===== config.mk =====
export PLATFORM = sky130hd
export DESIGN_NAME = async_bellman_ford_node
export DESIGN_NICKNAME = d
export VERILOG_FILES = /design/src/rtl/core/abf_pkg.sv /design/src/rtl/core/abf_ctrl.sv /design/src/rtl/core/abf_dp.sv /design/src/rtl/core/async_bellman_ford_node.sv
export SDC_FILE = /design/constraint.sdc
export NUM_CORES = 1
export LEC_CHECK = 0
export ABC_AREA = 1
export BUFFER_PORTS_ARGS = -buffer_cell sky130_fd_sc_hd__buf_4
export CAP_MARGIN = 20
export CELL_PAD_IN_SITES_DETAIL_PLACEMENT = 0
export CELL_PAD_IN_SITES_GLOBAL_PLACEMENT = 2
export CORE_MARGIN = 8
export CORE_UTILIZATION = 35
export CTS_BUF_LIST = sky130_fd_sc_hd__clkbuf_8
export CTS_CLUSTER_SIZE = 8
export DETAILED_ROUTE_END_ITERATION = 8
export PLACE_DENSITY_LB_ADDON = 0.1
export RECOVER_POWER = 100
export SLEW_MARGIN = 20
export SYNTH_ARGS = -nofsm -noshare
export SYNTH_HDL_FRONTEND = slang
export SYNTH_HIERARCHICAL = 1
export SYNTH_SLANG_ARGS = --single-unit

===== constraint.sdc =====
create_clock -name clk -period 6.4 [get_ports clk]
set_clock_uncertainty 0.15 [all_clocks]
set_input_delay 0.96 -clock clk [delete_from_list [all_inputs] [get_ports clk]]
set_output_delay 0.96 -clock clk [all_outputs]
set_load 0.01 [all_outputs]

===== src/rtl/core/abf_pkg.sv =====
`default_nettype none

package abf_pkg;

    // fixed field widths
    localparam int ACT_W      = 2;
    localparam int PORT_W     = 3;
    localparam int TYPE_W     = 2;
    localparam int ID_W       = 16;
    localparam int WEIGHT_W   = 16;
    localparam int PCNT_W     = 4;
    localparam int CFG_IDX_W  = 2;
    localparam int CFG_DATA_W = 16;
    // wide enough to compare a port number against any PORTS value up to 127
    localparam int PCMP_W     = 7;

    // actions
    localparam logic [ACT_W-1:0] ACT_MSG   = 2'd0;
    localparam logic [ACT_W-1:0] ACT_START = 2'd1;
    localparam logic [ACT_W-1:0] ACT_ROUND = 2'd2;

    // message types
    localparam logic [TYPE_W-1:0] T_EXPLORE   = 2'd0;
    localparam logic [TYPE_W-1:0] T_NONPARENT = 2'd1;
    localparam logic [TYPE_W-1:0] T_PARENT    = 2'd2;
    localparam logic [TYPE_W-1:0] T_TERMINATE = 2'd3;

    // port relations
    localparam logic [1:0] REL_NEIGHBOR = 2'd0;
    localparam logic [1:0] REL_PARENT   = 2'd1;
    localparam logic [1:0] REL_CHILD    = 2'd2;

    // configuration register indexes
    localparam logic [CFG_IDX_W-1:0] CFG_ROOT       = 2'd0;
    localparam logic [CFG_IDX_W-1:0] CFG_NODE_ID    = 2'd1;
    localparam logic [CFG_IDX_W-1:0] CFG_PORT_COUNT = 2'd2;

    localparam logic [ID_W-1:0]   NODE_ID_RST    = 16'd1;
    localparam logic [PCNT_W-1:0] PORT_COUNT_RST = 4'd8;

    typedef struct packed {
        logic capture;  // latch the input beat
        logic exec;     // apply the step to node state and plan the sends
        logic emit;     // load the current slot into the output register
        logic advance;  // retire the current slot
    } cmd_t;

    typedef struct packed {
        logic hit;       // current slot has a beat to send
        logic final_slot; // nothing pending once this slot retires
        logic out_free;  // output register can take a beat
    } sts_t;

endpackage

`default_nettype wire


===== src/rtl/core/abf_ctrl.sv =====
`default_nettype none

module abf_ctrl
(
    input  wire logic          clk,
    input  wire logic          rst_n,
    input  wire logic          s_tvalid,
    output logic               s_tready,
    output abf_pkg::cmd_t      cmd,
    input  wire abf_pkg::sts_t sts
);

    localparam logic [1:0] ST_IDLE = 2'd0;
    localparam logic [1:0] ST_EXEC = 2'd1;
    localparam logic [1:0] ST_SCAN = 2'd2;

    logic [1:0] state_reg;
    logic [1:0] state_next;

    assign s_tready = (state_reg == ST_IDLE);

    always_comb
    begin
        cmd         = '0;
        state_next  = state_reg;
        cmd.capture = s_tvalid && s_tready;
        case (state_reg)
            ST_IDLE:
            begin
                if (s_tvalid)
                begin
                    state_next = ST_EXEC;
                end
            end
            ST_EXEC:
            begin
                cmd.exec   = 1'b1;
                state_next = ST_SCAN;
            end
            ST_SCAN:
            begin
                // hold on a pending slot until the output register frees up
                cmd.emit    = sts.hit && sts.out_free;
                cmd.advance = !sts.hit || sts.out_free;
                if (cmd.advance && sts.final_slot)
                begin
                    state_next = ST_IDLE;
                end
            end
            default:
            begin
                state_next = ST_IDLE;
            end
        endcase
    end

    always_ff @(posedge clk or negedge rst_n)
    begin
        if (!rst_n)
        begin
            state_reg <= ST_IDLE;
        end
        else
        begin
            state_reg <= state_next;
        end
    end

endmodule

`default_nettype wire


===== src/rtl/core/abf_dp.sv =====
`default_nettype none

module abf_dp
#(
    parameter int PORTS      = 8,
    parameter int DIST_WIDTH = 32,
    parameter int SEQ_WIDTH  = 16
)
(
    input  wire logic                            clk,
    input  wire logic                            rst_n,
    input  wire abf_pkg::cmd_t                   cmd,
    output abf_pkg::sts_t                        sts,
    input  wire logic                            cfg_we,
    input  wire logic [abf_pkg::CFG_IDX_W-1:0]   cfg_index,
    input  wire logic [abf_pkg::CFG_DATA_W-1:0]  cfg_data,
    input  wire logic [abf_pkg::ACT_W-1:0]       action,
    input  wire logic [abf_pkg::PORT_W-1:0]      port,
    input  wire logic [abf_pkg::TYPE_W-1:0]      msg_type,
    input  wire logic [abf_pkg::ID_W-1:0]        sender_id,
    input  wire logic [SEQ_WIDTH-1:0]            msg_seq,
    input  wire logic [DIST_WIDTH-1:0]           msg_dist,
    input  wire logic [abf_pkg::WEIGHT_W-1:0]    link_weight,
    input  wire logic                            m_tready,
    output logic                                 out_valid,
    output logic                                 send_valid,
    output logic [abf_pkg::PORT_W-1:0]           out_port,
    output logic [abf_pkg::TYPE_W-1:0]           out_type,
    output logic [abf_pkg::ID_W-1:0]             out_sender,
    output logic [SEQ_WIDTH-1:0]                 out_seq,
    output logic [DIST_WIDTH-1:0]                out_dist,
    output logic                                 exited,
    output logic [abf_pkg::ID_W-1:0]             parent_node,
    output logic [DIST_WIDTH-1:0]                node_dist,
    output logic                                 last
);

    localparam int PW    = (PORTS > 1) ? $clog2(PORTS) : 1;
    // slots: one per port, then reject, parent notice, status only
    localparam int S_REJ  = PORTS;
    localparam int S_PAR  = PORTS + 1;
    localparam int S_STAT = PORTS + 2;
    localparam int SLOTS  = S_STAT + 1;
    localparam int SLW    = $clog2(SLOTS);
    localparam int SUM_W = ((DIST_WIDTH > abf_pkg::WEIGHT_W) ? DIST_WIDTH
                                                             : abf_pkg::WEIGHT_W) + 1;

    // configuration
    logic                         src_reg;
    logic [abf_pkg::ID_W-1:0]     node_id_reg;
    logic [abf_pkg::PCNT_W-1:0]   pcnt_reg;

    // captured input beat
    logic [abf_pkg::ACT_W-1:0]    in_act_reg;
    logic [abf_pkg::PORT_W-1:0]   in_port_reg;
    logic [abf_pkg::TYPE_W-1:0]   in_type_reg;
    logic [abf_pkg::ID_W-1:0]     in_sender_reg;
    logic [SEQ_WIDTH-1:0]         in_seq_reg;
    logic [DIST_WIDTH-1:0]        in_dist_reg;
    logic [abf_pkg::WEIGHT_W-1:0] in_wgt_reg;

    // node state
    logic [DIST_WIDTH-1:0]        best_reg,  best_next;
    logic                         pv_reg,    pv_next;
    logic [PW-1:0]                pport_reg, pport_next;
    logic [abf_pkg::ID_W-1:0]     pnode_reg, pnode_next;
    logic [SEQ_WIDTH-1:0]         eseq_reg,  eseq_next;
    logic [SEQ_WIDTH-1:0]         curr_reg,  curr_next;
    logic [PORTS-1:0]             acked_reg, acked_next;
    logic [1:0]                   rel_reg  [PORTS];
    logic [1:0]                   rel_next [PORTS];
    logic                         done_reg,  done_next;

    // send plan
    logic [SLOTS-1:0]             pend_reg,  pend_next;
    logic [SLW-1:0]               slot_reg,  slot_next;
    logic                         term_reg,  term_next;
    logic [PW-1:0]                rport_reg, rport_next;
    logic [SEQ_WIDTH-1:0]         rseq_reg,  rseq_next;

    // output register
    logic                         ov_reg;

    logic [PORTS-1:0]             use_mask;
    logic [PORTS-1:0]             child_mask;
    logic [PORTS-1:0]             p_bit;
    logic [PW-1:0]                p_idx;
    logic                         p_ok;
    logic [SUM_W-1:0]             sum;
    logic [DIST_WIDTH-1:0]        cand;
    logic [PORTS-1:0]             port_hits;
    logic                         rej_hit;
    logic                         par_check;
    logic                         par_hit;
    logic [SLOTS-1:0]             pend_clr;

    assign p_idx = PW'(in_port_reg);
    assign p_ok  = (abf_pkg::PCMP_W'(in_port_reg) < abf_pkg::PCMP_W'(PORTS))
                   && use_mask[p_idx];

    always_comb
    begin
        for (int i = 0; i < PORTS; i++)
        begin
            use_mask[i]   = abf_pkg::PCMP_W'(i) < abf_pkg::PCMP_W'(pcnt_reg);
            child_mask[i] = (rel_reg[i] == abf_pkg::REL_CHILD);
            p_bit[i]      = (p_idx == PW'(i));
        end
    end

    // saturating distance plus link weight
    assign sum  = SUM_W'(in_dist_reg) + SUM_W'(in_wgt_reg);
    assign cand = (sum > SUM_W'({DIST_WIDTH{1'b1}})) ? {DIST_WIDTH{1'b1}}
                                                      : sum[DIST_WIDTH-1:0];

    always_comb
    begin
        best_next  = best_reg;
        pv_next    = pv_reg;
        pport_next = pport_reg;
        pnode_next = pnode_reg;
        eseq_next  = eseq_reg;
        curr_next  = curr_reg;
        acked_next = acked_reg;
        rel_next   = rel_reg;
        done_next  = done_reg;
        pend_next  = pend_reg;
        slot_next  = slot_reg;
        term_next  = term_reg;
        rport_next = rport_reg;
        rseq_next  = rseq_reg;
        port_hits  = '0;
        rej_hit    = 1'b0;
        par_check  = 1'b0;
        par_hit    = 1'b0;
        pend_clr   = pend_reg;
        pend_clr[slot_reg] = 1'b0;

        if (cmd.exec)
        begin
            slot_next = '0;
            if (!done_reg)
            begin
                case (in_act_reg)
                    abf_pkg::ACT_MSG:
                    begin
                        if (p_ok)
                        begin
                            case (in_type_reg)
                                abf_pkg::T_EXPLORE:
                                begin
                                    par_check = 1'b1;
                                    if (cand < best_reg)
                                    begin
                                        best_next       = cand;
                                        pv_next         = 1'b1;
                                        pport_next      = p_idx;
                                        pnode_next      = in_sender_reg;
                                        curr_next       = in_seq_reg;
                                        rel_next[p_idx] = abf_pkg::REL_PARENT;
                                        eseq_next       = eseq_reg + 1'b1;
                                        acked_next      = p_bit;
                                        port_hits       = use_mask & ~p_bit;
                                        term_next       = 1'b0;
                                        // reject the old parent
                                        rej_hit         = pv_reg;
                                        rport_next      = pport_reg;
                                        rseq_next       = curr_reg;
                                    end
                                    else
                                    begin
                                        rej_hit    = 1'b1;
                                        rport_next = p_idx;
                                        rseq_next  = in_seq_reg;
                                    end
                                end
                                abf_pkg::T_NONPARENT, abf_pkg::T_PARENT:
                                begin
                                    par_check = 1'b1;
                                    if (in_seq_reg == eseq_reg)
                                    begin
                                        acked_next[p_idx] = 1'b1;
                                        rel_next[p_idx]   =
                                            (in_type_reg == abf_pkg::T_PARENT)
                                            ? abf_pkg::REL_CHILD : abf_pkg::REL_NEIGHBOR;
                                    end
                                end
                                default:
                                begin
                                    if (!src_reg && pv_reg && (pport_reg == p_idx))
                                    begin
                                        port_hits = use_mask & child_mask;
                                        term_next = 1'b1;
                                        done_next = 1'b1;
                                    end
                                    else
                                    begin
                                        par_check = 1'b1;
                                    end
                                end
                            endcase
                        end
                    end
                    abf_pkg::ACT_START:
                    begin
                        if (src_reg)
                        begin
                            best_next  = '0;
                            eseq_next  = eseq_reg + 1'b1;
                            acked_next = '0;
                            if (pv_reg)
                            begin
                                acked_next[pport_reg] = 1'b1;
                            end
                            port_hits = use_mask;
                            term_next = 1'b0;
                        end
                    end
                    abf_pkg::ACT_ROUND:
                    begin
                        if (src_reg && (&(acked_reg | ~use_mask)))
                        begin
                            port_hits = use_mask & child_mask;
                            term_next = 1'b1;
                            done_next = 1'b1;
                        end
                    end
                    default:
                    begin
                        port_hits = '0;
                    end
                endcase
            end
            par_hit = par_check && !src_reg && pv_next && (&(acked_next | ~use_mask));
            pend_next = {!(|port_hits) && !rej_hit && !par_hit, par_hit, rej_hit, port_hits};
        end
        else if (cmd.advance)
        begin
            pend_next = pend_clr;
            slot_next = slot_reg + 1'b1;
        end
    end

    assign sts.hit        = pend_reg[slot_reg];
    assign sts.final_slot = (pend_clr == '0);
    assign sts.out_free   = !ov_reg || m_tready;

    always_ff @(posedge clk or negedge rst_n)
    begin
        if (!rst_n)
        begin
            src_reg     <= 1'b0;
            node_id_reg <= abf_pkg::NODE_ID_RST;
            pcnt_reg    <= abf_pkg::PORT_COUNT_RST;
            best_reg    <= {DIST_WIDTH{1'b1}};
            pv_reg      <= 1'b0;
            pport_reg   <= '0;
            pnode_reg   <= '0;
            eseq_reg    <= '0;
            curr_reg    <= '0;
            acked_reg   <= '0;
            for (int i = 0; i < PORTS; i++)
            begin
                rel_reg[i] <= abf_pkg::REL_NEIGHBOR;
            end
            done_reg    <= 1'b0;
            pend_reg    <= '0;
            slot_reg    <= '0;
            ov_reg      <= 1'b0;
        end
        else
        begin
            if (cfg_we)
            begin
                case (cfg_index)
                    abf_pkg::CFG_ROOT:       src_reg     <= cfg_data[0];
                    abf_pkg::CFG_NODE_ID:    node_id_reg <= cfg_data[abf_pkg::ID_W-1:0];
                    abf_pkg::CFG_PORT_COUNT: pcnt_reg    <= cfg_data[abf_pkg::PCNT_W-1:0];
                    default:                 src_reg     <= src_reg;
                endcase
            end
            best_reg  <= best_next;
            pv_reg    <= pv_next;
            pport_reg <= pport_next;
            pnode_reg <= pnode_next;
            eseq_reg  <= eseq_next;
            curr_reg  <= curr_next;
            acked_reg <= acked_next;
            rel_reg   <= rel_next;
            done_reg  <= done_next;
            pend_reg  <= pend_next;
            slot_reg  <= slot_next;
            if (cmd.emit)
            begin
                ov_reg <= 1'b1;
            end
            else if (m_tready)
            begin
                ov_reg <= 1'b0;
            end
        end
    end

    always_ff @(posedge clk)
    begin
        if (cmd.capture)
        begin
            in_act_reg    <= action;
            in_port_reg   <= port;
            in_type_reg   <= msg_type;
            in_sender_reg <= sender_id;
            in_seq_reg    <= msg_seq;
            in_dist_reg   <= msg_dist;
            in_wgt_reg    <= link_weight;
        end
        term_reg  <= term_next;
        rport_reg <= rport_next;
        rseq_reg  <= rseq_next;
        if (cmd.emit)
        begin
            exited      <= done_reg;
            parent_node <= pnode_reg;
            node_dist   <= best_reg;
            last        <= sts.final_slot;
            if (slot_reg < SLW'(PORTS))
            begin
                send_valid <= 1'b1;
                out_port   <= abf_pkg::PORT_W'(slot_reg);
                out_type   <= term_reg ? abf_pkg::T_TERMINATE : abf_pkg::T_EXPLORE;
                out_sender <= node_id_reg;
                out_seq    <= term_reg ? '0 : eseq_reg;
                out_dist   <= term_reg ? '0 : best_reg;
            end
            else if (slot_reg == SLW'(S_REJ))
            begin
                send_valid <= 1'b1;
                out_port   <= abf_pkg::PORT_W'(rport_reg);
                out_type   <= abf_pkg::T_NONPARENT;
                out_sender <= node_id_reg;
                out_seq    <= rseq_reg;
                out_dist   <= '0;
            end
            else if (slot_reg == SLW'(S_PAR))
            begin
                send_valid <= 1'b1;
                out_port   <= abf_pkg::PORT_W'(pport_reg);
                out_type   <= abf_pkg::T_PARENT;
                out_sender <= node_id_reg;
                out_seq    <= curr_reg;
                out_dist   <= '0;
            end
            else
            begin
                // status only
                send_valid <= 1'b0;
                out_port   <= '0;
                out_type   <= abf_pkg::T_EXPLORE;
                out_sender <= '0;
                out_seq    <= '0;
                out_dist   <= '0;
            end
        end
    end

    assign out_valid = ov_reg;

endmodule

`default_nettype wire


===== src/rtl/core/async_bellman_ford_node.sv =====
// One node of asynchronous distributed Bellman-Ford.
//
// s_* channel: one event per beat. s_tuser holds the action (message, source
// start, end-of-round check); s_tdata holds the received message and the weight
// of its link. cfg_* channel: register writes (root flag, node_id, port_count),
// always ready; the user must write only while the node is idle (not enforced).
// m_* channel: the messages the event sends, one per beat, in port order, then
// a reject, then a parent notice; an event that sends nothing gives a single
// status beat (m_tuser low). Every beat carries the node status after the event;
// m_tlast marks the final beat of an event.
//
// Timing: an event is captured when accepted and applied in the next cycle, then
// a scan visits one of the PORTS+3 send slots per cycle while the receiver keeps
// up, and stops after the last pending one; a status-only event scans all slots.
// A stalled receiver holds the output register and freezes the scan; the next
// event is accepted as soon as the scan is done, even with a beat still waiting.
// Reset: distance goes to infinity, no parent, all relations neighbor, node_id 1,
// port_count 8, not a root, output empty.
`default_nettype none

module async_bellman_ford_node
#(
    parameter int PORTS      = 8,
    parameter int DIST_WIDTH = 32,
    parameter int SEQ_WIDTH  = 16
)
(
    input  wire logic                            clk,
    input  wire logic                            rst_n,
    input  wire logic                            cfg_valid,
    output logic                                 cfg_ready,
    input  wire logic [abf_pkg::CFG_IDX_W-1:0]   cfg_index,
    input  wire logic [abf_pkg::CFG_DATA_W-1:0]  cfg_data,
    input  wire logic                            s_tvalid,
    output logic                                 s_tready,
    // port, msg_type, sender_id, msg_seq, msg_dist, link_weight
    input  wire logic [((37+SEQ_WIDTH+DIST_WIDTH+7)/8)*8-1:0] s_tdata,
    // action
    input  wire logic [abf_pkg::ACT_W-1:0]       s_tuser,
    output logic                                 m_tvalid,
    input  wire logic                            m_tready,
    // out_port, out_type, out_sender, out_seq, out_dist, exited, parent_node,
    // node_dist
    output logic [((38+SEQ_WIDTH+2*DIST_WIDTH+7)/8)*8-1:0] m_tdata,
    // send_valid
    output logic [0:0]                           m_tuser,
    output logic                                 m_tlast
);

    localparam int OUT_W   = ((38 + SEQ_WIDTH + 2*DIST_WIDTH + 7) / 8) * 8;
    localparam int I_SEQ   = 21;
    localparam int I_DIST  = I_SEQ + SEQ_WIDTH;
    localparam int I_WGT   = I_DIST + DIST_WIDTH;

    abf_pkg::cmd_t                 cmd;
    abf_pkg::sts_t                 sts;
    logic                          send_valid;
    logic [abf_pkg::PORT_W-1:0]    out_port;
    logic [abf_pkg::TYPE_W-1:0]    out_type;
    logic [abf_pkg::ID_W-1:0]      out_sender;
    logic [SEQ_WIDTH-1:0]          out_seq;
    logic [DIST_WIDTH-1:0]         out_dist;
    logic                          exited;
    logic [abf_pkg::ID_W-1:0]      parent_node;
    logic [DIST_WIDTH-1:0]         node_dist;

    assign cfg_ready = 1'b1;

    abf_ctrl u_ctrl
    (
        .clk      (clk),
        .rst_n    (rst_n),
        .s_tvalid (s_tvalid),
        .s_tready (s_tready),
        .cmd      (cmd),
        .sts      (sts)
    );

    abf_dp
    #(
        .PORTS      (PORTS),
        .DIST_WIDTH (DIST_WIDTH),
        .SEQ_WIDTH  (SEQ_WIDTH)
    )
    u_dp
    (
        .clk         (clk),
        .rst_n       (rst_n),
        .cmd         (cmd),
        .sts         (sts),
        .cfg_we      (cfg_valid && cfg_ready),
        .cfg_index   (cfg_index),
        .cfg_data    (cfg_data),
        .action      (s_tuser),
        .port        (s_tdata[2:0]),
        .msg_type    (s_tdata[4:3]),
        .sender_id   (s_tdata[20:5]),
        .msg_seq     (s_tdata[I_SEQ +: SEQ_WIDTH]),
        .msg_dist    (s_tdata[I_DIST +: DIST_WIDTH]),
        .link_weight (s_tdata[I_WGT +: abf_pkg::WEIGHT_W]),
        .m_tready    (m_tready),
        .out_valid   (m_tvalid),
        .send_valid  (send_valid),
        .out_port    (out_port),
        .out_type    (out_type),
        .out_sender  (out_sender),
        .out_seq     (out_seq),
        .out_dist    (out_dist),
        .exited      (exited),
        .parent_node (parent_node),
        .node_dist   (node_dist),
        .last        (m_tlast)
    );

    assign m_tdata = OUT_W'({node_dist, parent_node, exited, out_dist, out_seq,
                             out_sender, out_type, out_port});
    assign m_tuser = send_valid;

endmodule

`default_nettype wire


==> metrics.cfg, run 1 <==
[critical_path]
worst_setup_path_start_kind=flop
worstPathRequired_ns=6.75
cp_max_fo=37
end_kind=flop
reg2reg_depth=26
critPathKind=reg2reg
cp.arrival_ns=6.17

[clock_tree]
cts_max_level=3
cts_setup_buffers=0
clkSinkCount=375
cts_max_path_buffers=3
path_clk_slew_ns=0.06
cts_tree=done
numCtsBuffers=71
clk_latency_ns=0.65
cts_root_buf=clkbuf_8

[sta]
timing.fmax_mhz=172
finalSetupViolCount=0
setup_tns_ns=0
max_slew_margin=-2.26
hold_viol=0
worst_pin_slew_ns=4.89
rsz0062_at_grt=no
fin_crit_sh=0.910
period_needed_ns=5.82
setup_slack_ns=0.577
final_max_slew_viol_count=334

[grt]
grt_pass1_vias=13706
grt_overflow=0
grt_usage=0.179
antenna_found_initial=2
grt_max_degree=147
grt_pass1_wl_um=79500

[yosys]
syn_inst=1719
ys_types=61
yosys_warnings=6
avgSynthCellArea_um2=10.3
synth.top_cell.area_share=0.387
ys.flop_type=edfxtp_1
synthTopCellsByArea=edfxtp_1, dfrtp_1, nand2_1
ys_ff_latch=375
ys_seq_area_frac=0.599
synth-edff-count=227
synth_area_mm2=0.0176
async_reset_ff_frac=0.395
yosysTopAreaCell=edfxtp_1

[place]
dpl.cell_count=2588
routabilityCongestion=0.880
dp_hpwl_um=36600
dp_slack_ns=0.763
io_buffers=231

[die]
dieArea_mm2=0.0578
num_rows=82
die_x_um=240
initial_core_util=0.353
die_h_um=240
design.core.area_mm2=0.0500
io_pins=238

[layout]
finalNetCount=2163
multi_input_area_mm2=0.00595
final_common_cell=nand2_1
stdcell_count=2722
final_cell_mix=nand2_1, inv_1, edfxtp_1
register_area_mm2=0.0106
drive_gt1_frac=0.141
postLayoutCoreUtil=0.421
syn_to_final_growth_pct=19.3
nFillCells=5080

[routing]
drcViolationCount=0
routed_wl_um=51800
drt_iter0_markers=856
vias=13187
drt_pass1_iterations=5
wl_per_cell_um=19.0
via_per_inst=4.84
ant_nets=0

[hold_path]
hold_path_depth=0
hold_path_class=reg2reg

[run_status]
status=finished, violations left
violations=max-capacitance violations, max-slew violations

[pwr]
power_density_mw_per_mm2=430
ir_drop_uv=247
power_w=0.00904
p_leak_nw=8.73

[run]
cap_violations=5

[timing repair]
action / CTS / global route
endpoints found under the setup margin: 0 / 0
hold buffers: 1 / 0
endpoints found under the hold margin: 2 / 0
gates resized for setup: 0 / 0
[worst paths after layout]
kind | start | slack (ns) | end
worst max register to register | u_dp/in_wgt_reg[0] | 0.58 | u_dp/pnode_reg[11]
worst max-delay path | u_dp/in_wgt_reg[0] | 0.58 | u_dp/pnode_reg[11]
worst min-delay path | u_dp/pnode_reg[3] | 0.29 | u_dp/parent_node[3]
min in group asynchronous | rst_n | 0.52 | u_dp/node_id_reg[4]
max in group asynchronous | rst_n | 1.27 | u_dp/pnode_reg[5]
worst min register to register | u_dp/pnode_reg[3] | 0.29 | u_dp/parent_node[3]
[per-stage QoR]
| step | area (µm²) | hold WS [ns] |
|---|---|---|
| global route | 21000 | 0.289 |
| floorplan | 17600 | 0.269 |
| finish | 21000 | 0.286 |
| CTS | 21600 | 0.267 |
| global placement | 20200 | 0.274 |
| detailed placement | 20200 | 0.280 |
[per-layer routing]
| metal | routed length (µm) | vias to the layer above | share of wire | GRT usage |
|---|---|---|---|---|
| met3 | 3030 | 74 | 0.058 | 0.0471 |
| li1 | - | 6445 | - | - |
| met2 | 24700 | 302 | 0.48 | 0.293 |
| met1 | 23100 | 6364 | 0.45 | 0.228 |
| met4 | 1000 | 2 | 0.019 | 0.0612 |
| met5 | 13 | - | 0.00025 | 0 |
[cell type report]
type                            instances  area share
Sequential cell                       375       0.502
Multi-Input combinational cell       1071       0.283
Timing Repair Buffer                  253      0.0689
Clock buffer                           77      0.0504
Tap cell                              672      0.0400
Inverter                              218      0.0393
Clock inverter                         54      0.0160
Antenna cell                            2    0.000238
[where the power goes]
part	switching, W	internal, W	total [W]
clock network	0.00106	0.00125	0.00231
logic	0.00197	0.000865	0.00284
registers	0.000379	0.00351	0.00389
[cells in the mapped netlist, types with 7 or more instances]
| library cell | n |
|---|---|
| o21ai_1 | 34 |
| nand2_1 | 287 |
| xor2_1 | 36 |
| a22oi_1 | 29 |
| o22ai_1 | 11 |
| o31ai_1 | 9 |
| mux2_2 | 16 |
| clkbuf_1 | 39 |
| xnor2_1 | 20 |
| dfstp_2 | 34 |
| inv_1 | 209 |
| ha_1 | 59 |
| edfxtp_1 | 227 |
| nand2_2 | 10 |
| a31oi_1 | 15 |
| nor2_1 | 154 |
| o211ai_1 | 7 |
| o21ai_0 | 119 |
| nor3_1 | 29 |
| nand3_1 | 89 |
| a21oi_1 | 73 |
| nand4_1 | 13 |
| dfrtp_1 | 114 |
[worst max-delay path: stages (launching register included)]
cell and delay (ns):
edfxtp_1 0.33, ha_1 0.14, inv_1 0.06, fa_1 0.39, inv_1 0.07, nand2_1 0.04
nand2_1 0.10, nand3_1 0.10, nand2_2 0.13, nand2_2 0.08, a21oi_1 0.18, inv_1 0.07
nor2_1 0.26, inv_1 0.33, buf_4 0.27, nand2_1 0.11, ha_1 0.25, a21oi_1 0.13
nor2_1 0.05, a211oi_1 0.25, o221ai_1 0.15, a21oi_1 0.62, nand2_8 0.22, inv_8 0.25
nand2_1 0.28, buf_4 0.35, mux2_2 0.28
[cells by family after synthesis]
kind of cell               after synthesis  share of synthesized area
buffers and inverters                  274                     0.0621
muxes                                   16                     0.0102
AOI/OAI and AO/OA                      333                      0.110
and+or+nand+nor                        603                      0.147
other                                    2                   0.000426
xor gates and xnor gates                56                     0.0278
DFF                                    375                      0.599
adders and majority gates               60                     0.0430
(Power assumes the default switching activity.)
==> run 2: changes to the inputs <==
- REMOVE_ABC_BUFFERS: unset -> 1
==> run 2 against run 1 <==
Compared with the run above: largest power group unchanged; combinational power barely moved; register-to-register slack gained 0.08 ns; final cell count down 0.40%; count of clock-buffer cells in the layout unchanged; flip-flop and latch count is the same; the run still ends with max-capacitance violations, max-slew violations left; global-route usage decreased by 0.24 points; die area unchanged; design area down 0.83%; highest routed layer is now met4; core utilization shrank 0.35 points.
==> metrics.cfg, run 2 (same netlist as run 1, synthesis figures left out) <==
[run_status]
status=finished, violations left
violations=max-capacitance violations, max-slew violations

[clock_tree]
cts_max_path_buffers=3  ; unchanged
postCtsHoldBufs=0  ; -1
cts_max_level=3  ; unchanged
cts_root_buf=clkbuf_8
post_cts_resize_count=0  ; unchanged
numCtsBuffers=69  ; -2.8%
path_clk_slew_ns=0.06  ; about the same
clk_latency_ns=0.63  ; -0.02 ns
clkSinkCount=375  ; unchanged
cts_setup_buffers=0  ; unchanged
cts_tree=done

[run]
cap_violations=7  ; +2

[sta]
final_max_slew_viol_count=410  ; +23%
max_slew_margin=-1.19  ; +1.07
finalSetupViolCount=0  ; unchanged
timing.fmax_mhz=174  ; +1.4%
period_needed_ns=5.74  ; -0.0808 ns
hold_viol=0  ; unchanged
hold_ws_ns=0.289  ; +0.00348 ns
rsz0062_at_grt=no
fin_crit_sh=0.897  ; -0.0126
worst_pin_slew_ns=3.29  ; -1.61 ns

[grt]
grt_pass1_wl_um=79300  ; -0.30%
grt_pass1_vias=13768  ; +0.45%
antenna_found_initial=0  ; -2
grt_overflow=0  ; unchanged
grt_usage=0.177  ; -0.00245
grt_max_degree=122  ; -17%

[critical_path]
worst_setup_path_start_kind=flop
cp.arrival_ns=6.14  ; -0.03 ns
end_kind=flop
worstPathRequired_ns=6.79  ; +0.04 ns
critPathKind=reg2reg
cp_max_fo=39  ; +5.4%

[layout]
syn_to_final_growth_pct=18.3
drive_gt1_frac=0.136  ; -0.00477
nFillCells=5034  ; -0.91%
final_common_cell=nand2_1
finalNetCount=2157  ; -0.28%
antennaDiodeCount=0  ; -2
final_cell_mix=nand2_1, inv_1, edfxtp_1
stdcell_count=2711  ; -0.40%

[die]
design.core.area_mm2=0.0500  ; unchanged
initial_core_util=0.353  ; unchanged
io_pins=238  ; unchanged
num_rows=82  ; unchanged
dieArea_mm2=0.0578  ; unchanged
die_x_um=240  ; unchanged
die_h_um=240  ; unchanged

[routing]
wl_per_cell_um=18.6  ; -2.3%
via_per_inst=4.82  ; -0.57%
drcViolationCount=0  ; unchanged
routed_wl_um=50400  ; -2.7%
drt_pass1_iterations=7  ; +2
drt_iter0_markers=766  ; -11%
ant_nets=0  ; unchanged
vias=13059  ; -0.97%

[place]
dpl.cell_count=2585  ; -0.12%
routabilityCongestion=0.859  ; -2.4%
io_buffers=231  ; unchanged
dp_hpwl_um=36000  ; -1.7%

[pwr]
power_density_mw_per_mm2=425  ; -1.1%
p_leak_nw=8.63  ; -1.1%
ir_drop_uv=217  ; -12%

[hold_path]
hold_path_class=reg2reg

[run 2: cell types whose count changed in the layout (fill, tap and decap cells not counted), sizes merged]
cell | before | now
buf | 31 | 27
bufinv | 3 | 0
clkinvlp | 0 | 3
inv | 249 | 246
clkinv | 20 | 18
diode | 2 | 0
clkbuf | 298 | 299
dlygate4sd3 | 1 | 0
[run 2: layout make-up]
cell class / count / area, µm² / share of cell area
clock buffer: 77 / 1060 / 0.0508
sequential: 375 / 10600 / 0.507
inverter: 218 / 826 / 0.0396
timing repair buffer: 249 / 1370 / 0.0656
tap: 672 / 841 / 0.0403
clock inverter: 49 / 231 / 0.0111
multi-input combinational: 1071 / 5960 / 0.286
[run 2: worst max-delay path: stages (launching register included)]
cell      delay (ns)
edfxtp_1        0.33
ha_1            0.15
inv_1           0.06
fa_1            0.39
inv_1           0.07
nand2_1         0.04
nand2_1         0.08
nand3_1         0.09
nand2_2         0.12
nand2_2         0.08
a21oi_1         0.17
inv_1           0.08
nor2_1          0.20
inv_1           0.37
nand2_1         0.24
ha_1            0.27
a21oi_1         0.15
nor2_1          0.05
a211oi_1        0.40
o221ai_1        0.23
a21oi_2         0.35
nand2_8         0.18
inv_8           0.23
o21ai_4         0.15
inv_2           0.31
buf_4           0.43
nand3_1         0.13
o21ai_0         0.11
[run 2: stage by stage]
stage                     setup TNS (ns)  area (µm²)   util  power, W  worst slack (ns)
final                                  0       20900  0.417   0.00887             0.658
after global routing                   0       20900  0.417   0.00956            0.0581
after CTS                              0       21400  0.429   0.00929             0.463
after detailed placement               0       20100  0.403   0.00706             0.518
after global placement                 0       20100  0.403   0.00704             0.555
after floorplan                   -57.67       17400      -   0.00573            -0.478
[run 2: worst paths after layout]
path                            slack (ns)                 from  cells past startpoint                   to
worst max-delay path                  0.66  u_dp/in_dist_reg[0]                     27    u_dp/best_reg[17]
worst min-delay path                  0.29    u_dp/pnode_reg[2]                      0  u_dp/parent_node[2]
worst max register to register        0.66  u_dp/in_dist_reg[0]                     27    u_dp/best_reg[17]
worst min register to register        0.29    u_dp/pnode_reg[2]                      0  u_dp/parent_node[2]
max in group asynchronous             1.72                rst_n                      2      u_dp/rel_reg[5]
min in group asynchronous             0.85                rst_n                      1  u_dp/node_id_reg[9]
[run 2: metal layers]
layer | vias to the layer above | GRT usage | wire length [µm]
li1 | 6416 | - | -
met1 | 6241 | 0.234 | 23100
met2 | 325 | 0.289 | 23800
met3 | 77 | 0.0352 | 2510
met4 | 0 | 0.0561 | 1030
met5 | - | 0 | 0
[run 2: where the power goes]
group	switching [W]	internal (W)
Clock	0.00103	0.00111
Combinational	0.00197	0.000867
Sequential	0.000369	0.00352
Total	0.00337	0.00550
==> run 3: changes to the inputs <==
- RECOVER_POWER: 100 -> unset
==> run 3 against run 2 <==
Compared with the run above: the run now ends clean; sequential share of layout area decreased by 1.4 points; die area did not move; design area is 2.7% higher; core utilization is 1.1 points higher; count of clock-buffer cells in the layout stayed put; final cell count unchanged; clock power is essentially flat.
==> metrics.cfg, run 3 (same netlist as run 1, synthesis figures left out) <==
[routing]
via_per_inst=4.82  ; about the same
vias=13064  ; +0.038%
ant_nets=0  ; unchanged
routed_wl_um=50500  ; +0.12%
drcViolationCount=0  ; unchanged
wl_per_cell_um=18.6  ; +0.12%
drt_pass1_iterations=7  ; unchanged
drt_iter0_markers=742  ; -3.1%

[die]
num_rows=82  ; unchanged
dieArea_mm2=0.0578  ; unchanged
io_pins=238  ; unchanged
initial_core_util=0.353  ; unchanged
die_h_um=240  ; unchanged
design.core.area_mm2=0.0500  ; unchanged
die_x_um=240  ; unchanged

[layout]
drive_gt1_frac=0.212  ; +0.0765
final_cell_mix=nand2_1, buf_4, inv_1
finalNetCount=2157  ; unchanged
final_common_cell=nand2_1
nFillCells=4920  ; -2.3%
fin_area_mm2=0.0214  ; +2.7%
postLayoutCoreUtil=0.429  ; +0.0114
multi_input_area_mm2=0.00600  ; +0.69%
register_area_mm2=0.0106  ; unchanged
syn_to_final_growth_pct=21.6
antennaDiodeCount=0  ; unchanged
stdcell_count=2711  ; unchanged

[sta]
worst_pin_slew_ns=0.965  ; -2.32 ns
period_needed_ns=5.70  ; -0.0467 ns
hold_viol=0  ; unchanged
rsz0062_at_grt=no
setup_tns_ns=0  ; unchanged
finalSetupViolCount=0  ; unchanged
timing.fmax_mhz=176  ; +0.82%
fin_crit_sh=0.890  ; -0.00730
max_slew_margin=0.357  ; +1.55
final_max_slew_viol_count=0  ; -100%

[clock_tree]
cts_setup_buffers=0  ; unchanged
cts_max_level=3  ; unchanged
cts_root_buf=clkbuf_8
cts_tree=done
post_cts_resize_count=0  ; unchanged
postCtsHoldBufs=0  ; unchanged
cts_max_path_buffers=3  ; unchanged
numCtsBuffers=69  ; unchanged
clk_latency_ns=0.63  ; about the same
clkSinkCount=375  ; unchanged
path_clk_slew_ns=0.06  ; about the same

[critical_path]
timing.rr.start=u_dp/in_dist_reg[0]
slowest_stage=nand2_2
reg2reg_depth=27  ; unchanged
worstSetupStartpoint=u_dp/in_dist_reg[0]
worstPathRequired_ns=6.78  ; about the same
cp.arrival_ns=6.08  ; -0.06 ns
critPathTopFamily=simple AND/OR/NAND/NOR gates
critPathKind=reg2reg
end_kind=flop
cp_num_buf_inv=7  ; unchanged
reg2reg_to=u_dp/curr_reg[7]
rrSetupSlack_ns=0.70  ; +0.05 ns
cp_max_fo=37  ; -5.1%
crit_path_frequent_cell=nand2_1
worst_setup_path_start_kind=flop
critPathMaxStageDelay_ns=0.51  ; +0.08 ns

[place]
routabilityCongestion=0.859  ; unchanged
dp_hpwl_um=36000  ; unchanged
dpl.cell_count=2585  ; unchanged
io_buffers=231  ; unchanged
dpl_cell_area_mm2=0.0201  ; unchanged

[grt]
grt_overflow=0  ; unchanged
grt_usage=0.177  ; unchanged
antenna_found_initial=0  ; unchanged
grt_pass1_wl_um=79300  ; unchanged
grt_max_degree=122  ; unchanged
grt_pass1_vias=13768  ; unchanged

[run_status]
status=complete, no violations

[pwr]
p_leak_nw=9.16  ; +6.1%
ir_drop_uv=196  ; -9.4%
power_density_mw_per_mm2=425  ; about the same

[hold_path]
hold_path_class=in2async

[run]
cap_violations=0  ; -7

==> run 3: cell count changes in the layout (fill, tap and decap cells not counted), moves of 4 or more <==
cell / previous run / this run
buf_4: 27 / 246
clkbuf_1: 131 / 0
clkbuf_2: 4 / 0
clkbuf_4: 87 / 0
dfstp_1: 16 / 0
dfstp_2: 18 / 34
o21ai_0: 143 / 119
o21ai_1: 11 / 34
==> run 3: worst reg2reg max path, stage by stage (launching register included) <==
cell and delay, ns:
edfxtp_1 0.33, ha_1 0.15, inv_1 0.06, fa_1 0.39, inv_1 0.07, nand2_1 0.04, nand2_1 0.10, nand2_1 0.09
inv_1 0.06, a31oi_1 0.13, inv_1 0.09, a31oi_1 0.14, o31ai_1 0.45, nand2_1 0.12, xor2_1 0.17, nand2_1 0.10
ha_1 0.33, nand2_1 0.06, nor4_1 0.40, inv_1 0.10, nor4_1 0.37, nand2_4 0.20, nand2_8 0.21, inv_8 0.13
nand2_2 0.52, buf_4 0.45, nand2_1 0.10, o21ai_0 0.09
==> run 3: metal layers <==
layer  up-vias  part of all wire  GRT usage  wire, µm
met5         -                 0          0         0
met4         0             0.019     0.0561       977
met3        76             0.051     0.0352      2590
met2       320              0.47      0.289     23900
li1       6414                 -          -         -
met1      6254              0.46      0.234     23000
==> run 3: final cells by class <==
type	count	share of cell area
clock inverter	49	0.0108
multi-input combinational	1071	0.280
clock buffer	77	0.0495
sequential	375	0.493
inverter	218	0.0385
timing repair buffer	249	0.0886
tap	672	0.0392
==> run 3: worst max path at each step <==
| stage | end | cells past startpoint |
|---|---|---|
| after floorplan | u_dp/exited | 4 |
| after global placement | u_dp/curr_reg[0] | 26 |
| after detailed placement | u_dp/curr_reg[7] | 26 |
| after CTS | u_dp/curr_reg[7] | 26 |
| after global routing | u_dp/curr_reg[7] | 26 |
| final | u_dp/curr_reg[7] | 27 |
==> run 3: power by group <==
part           total [W]  switching, W  internal, W
clock network    0.00214       0.00103      0.00111
registers        0.00386      0.000375      0.00349
logic            0.00310       0.00198      0.00112
total            0.00910       0.00339      0.00571
==> run 3: through the flow <==
step | setup slack [ns] | power [W] | hold WS, ns
5_1_grt | 0.0694 | 0.00979 | 0.0772
3_5_place_dp | 0.518 | 0.00706 | 0.275
6_report | 0.705 | 0.00910 | 0.0957
3_3_place_gp | 0.555 | 0.00704 | 0.274
4_1_cts | 0.463 | 0.00929 | 0.0419
2_1_floorplan | -0.478 | 0.00573 | 0.269
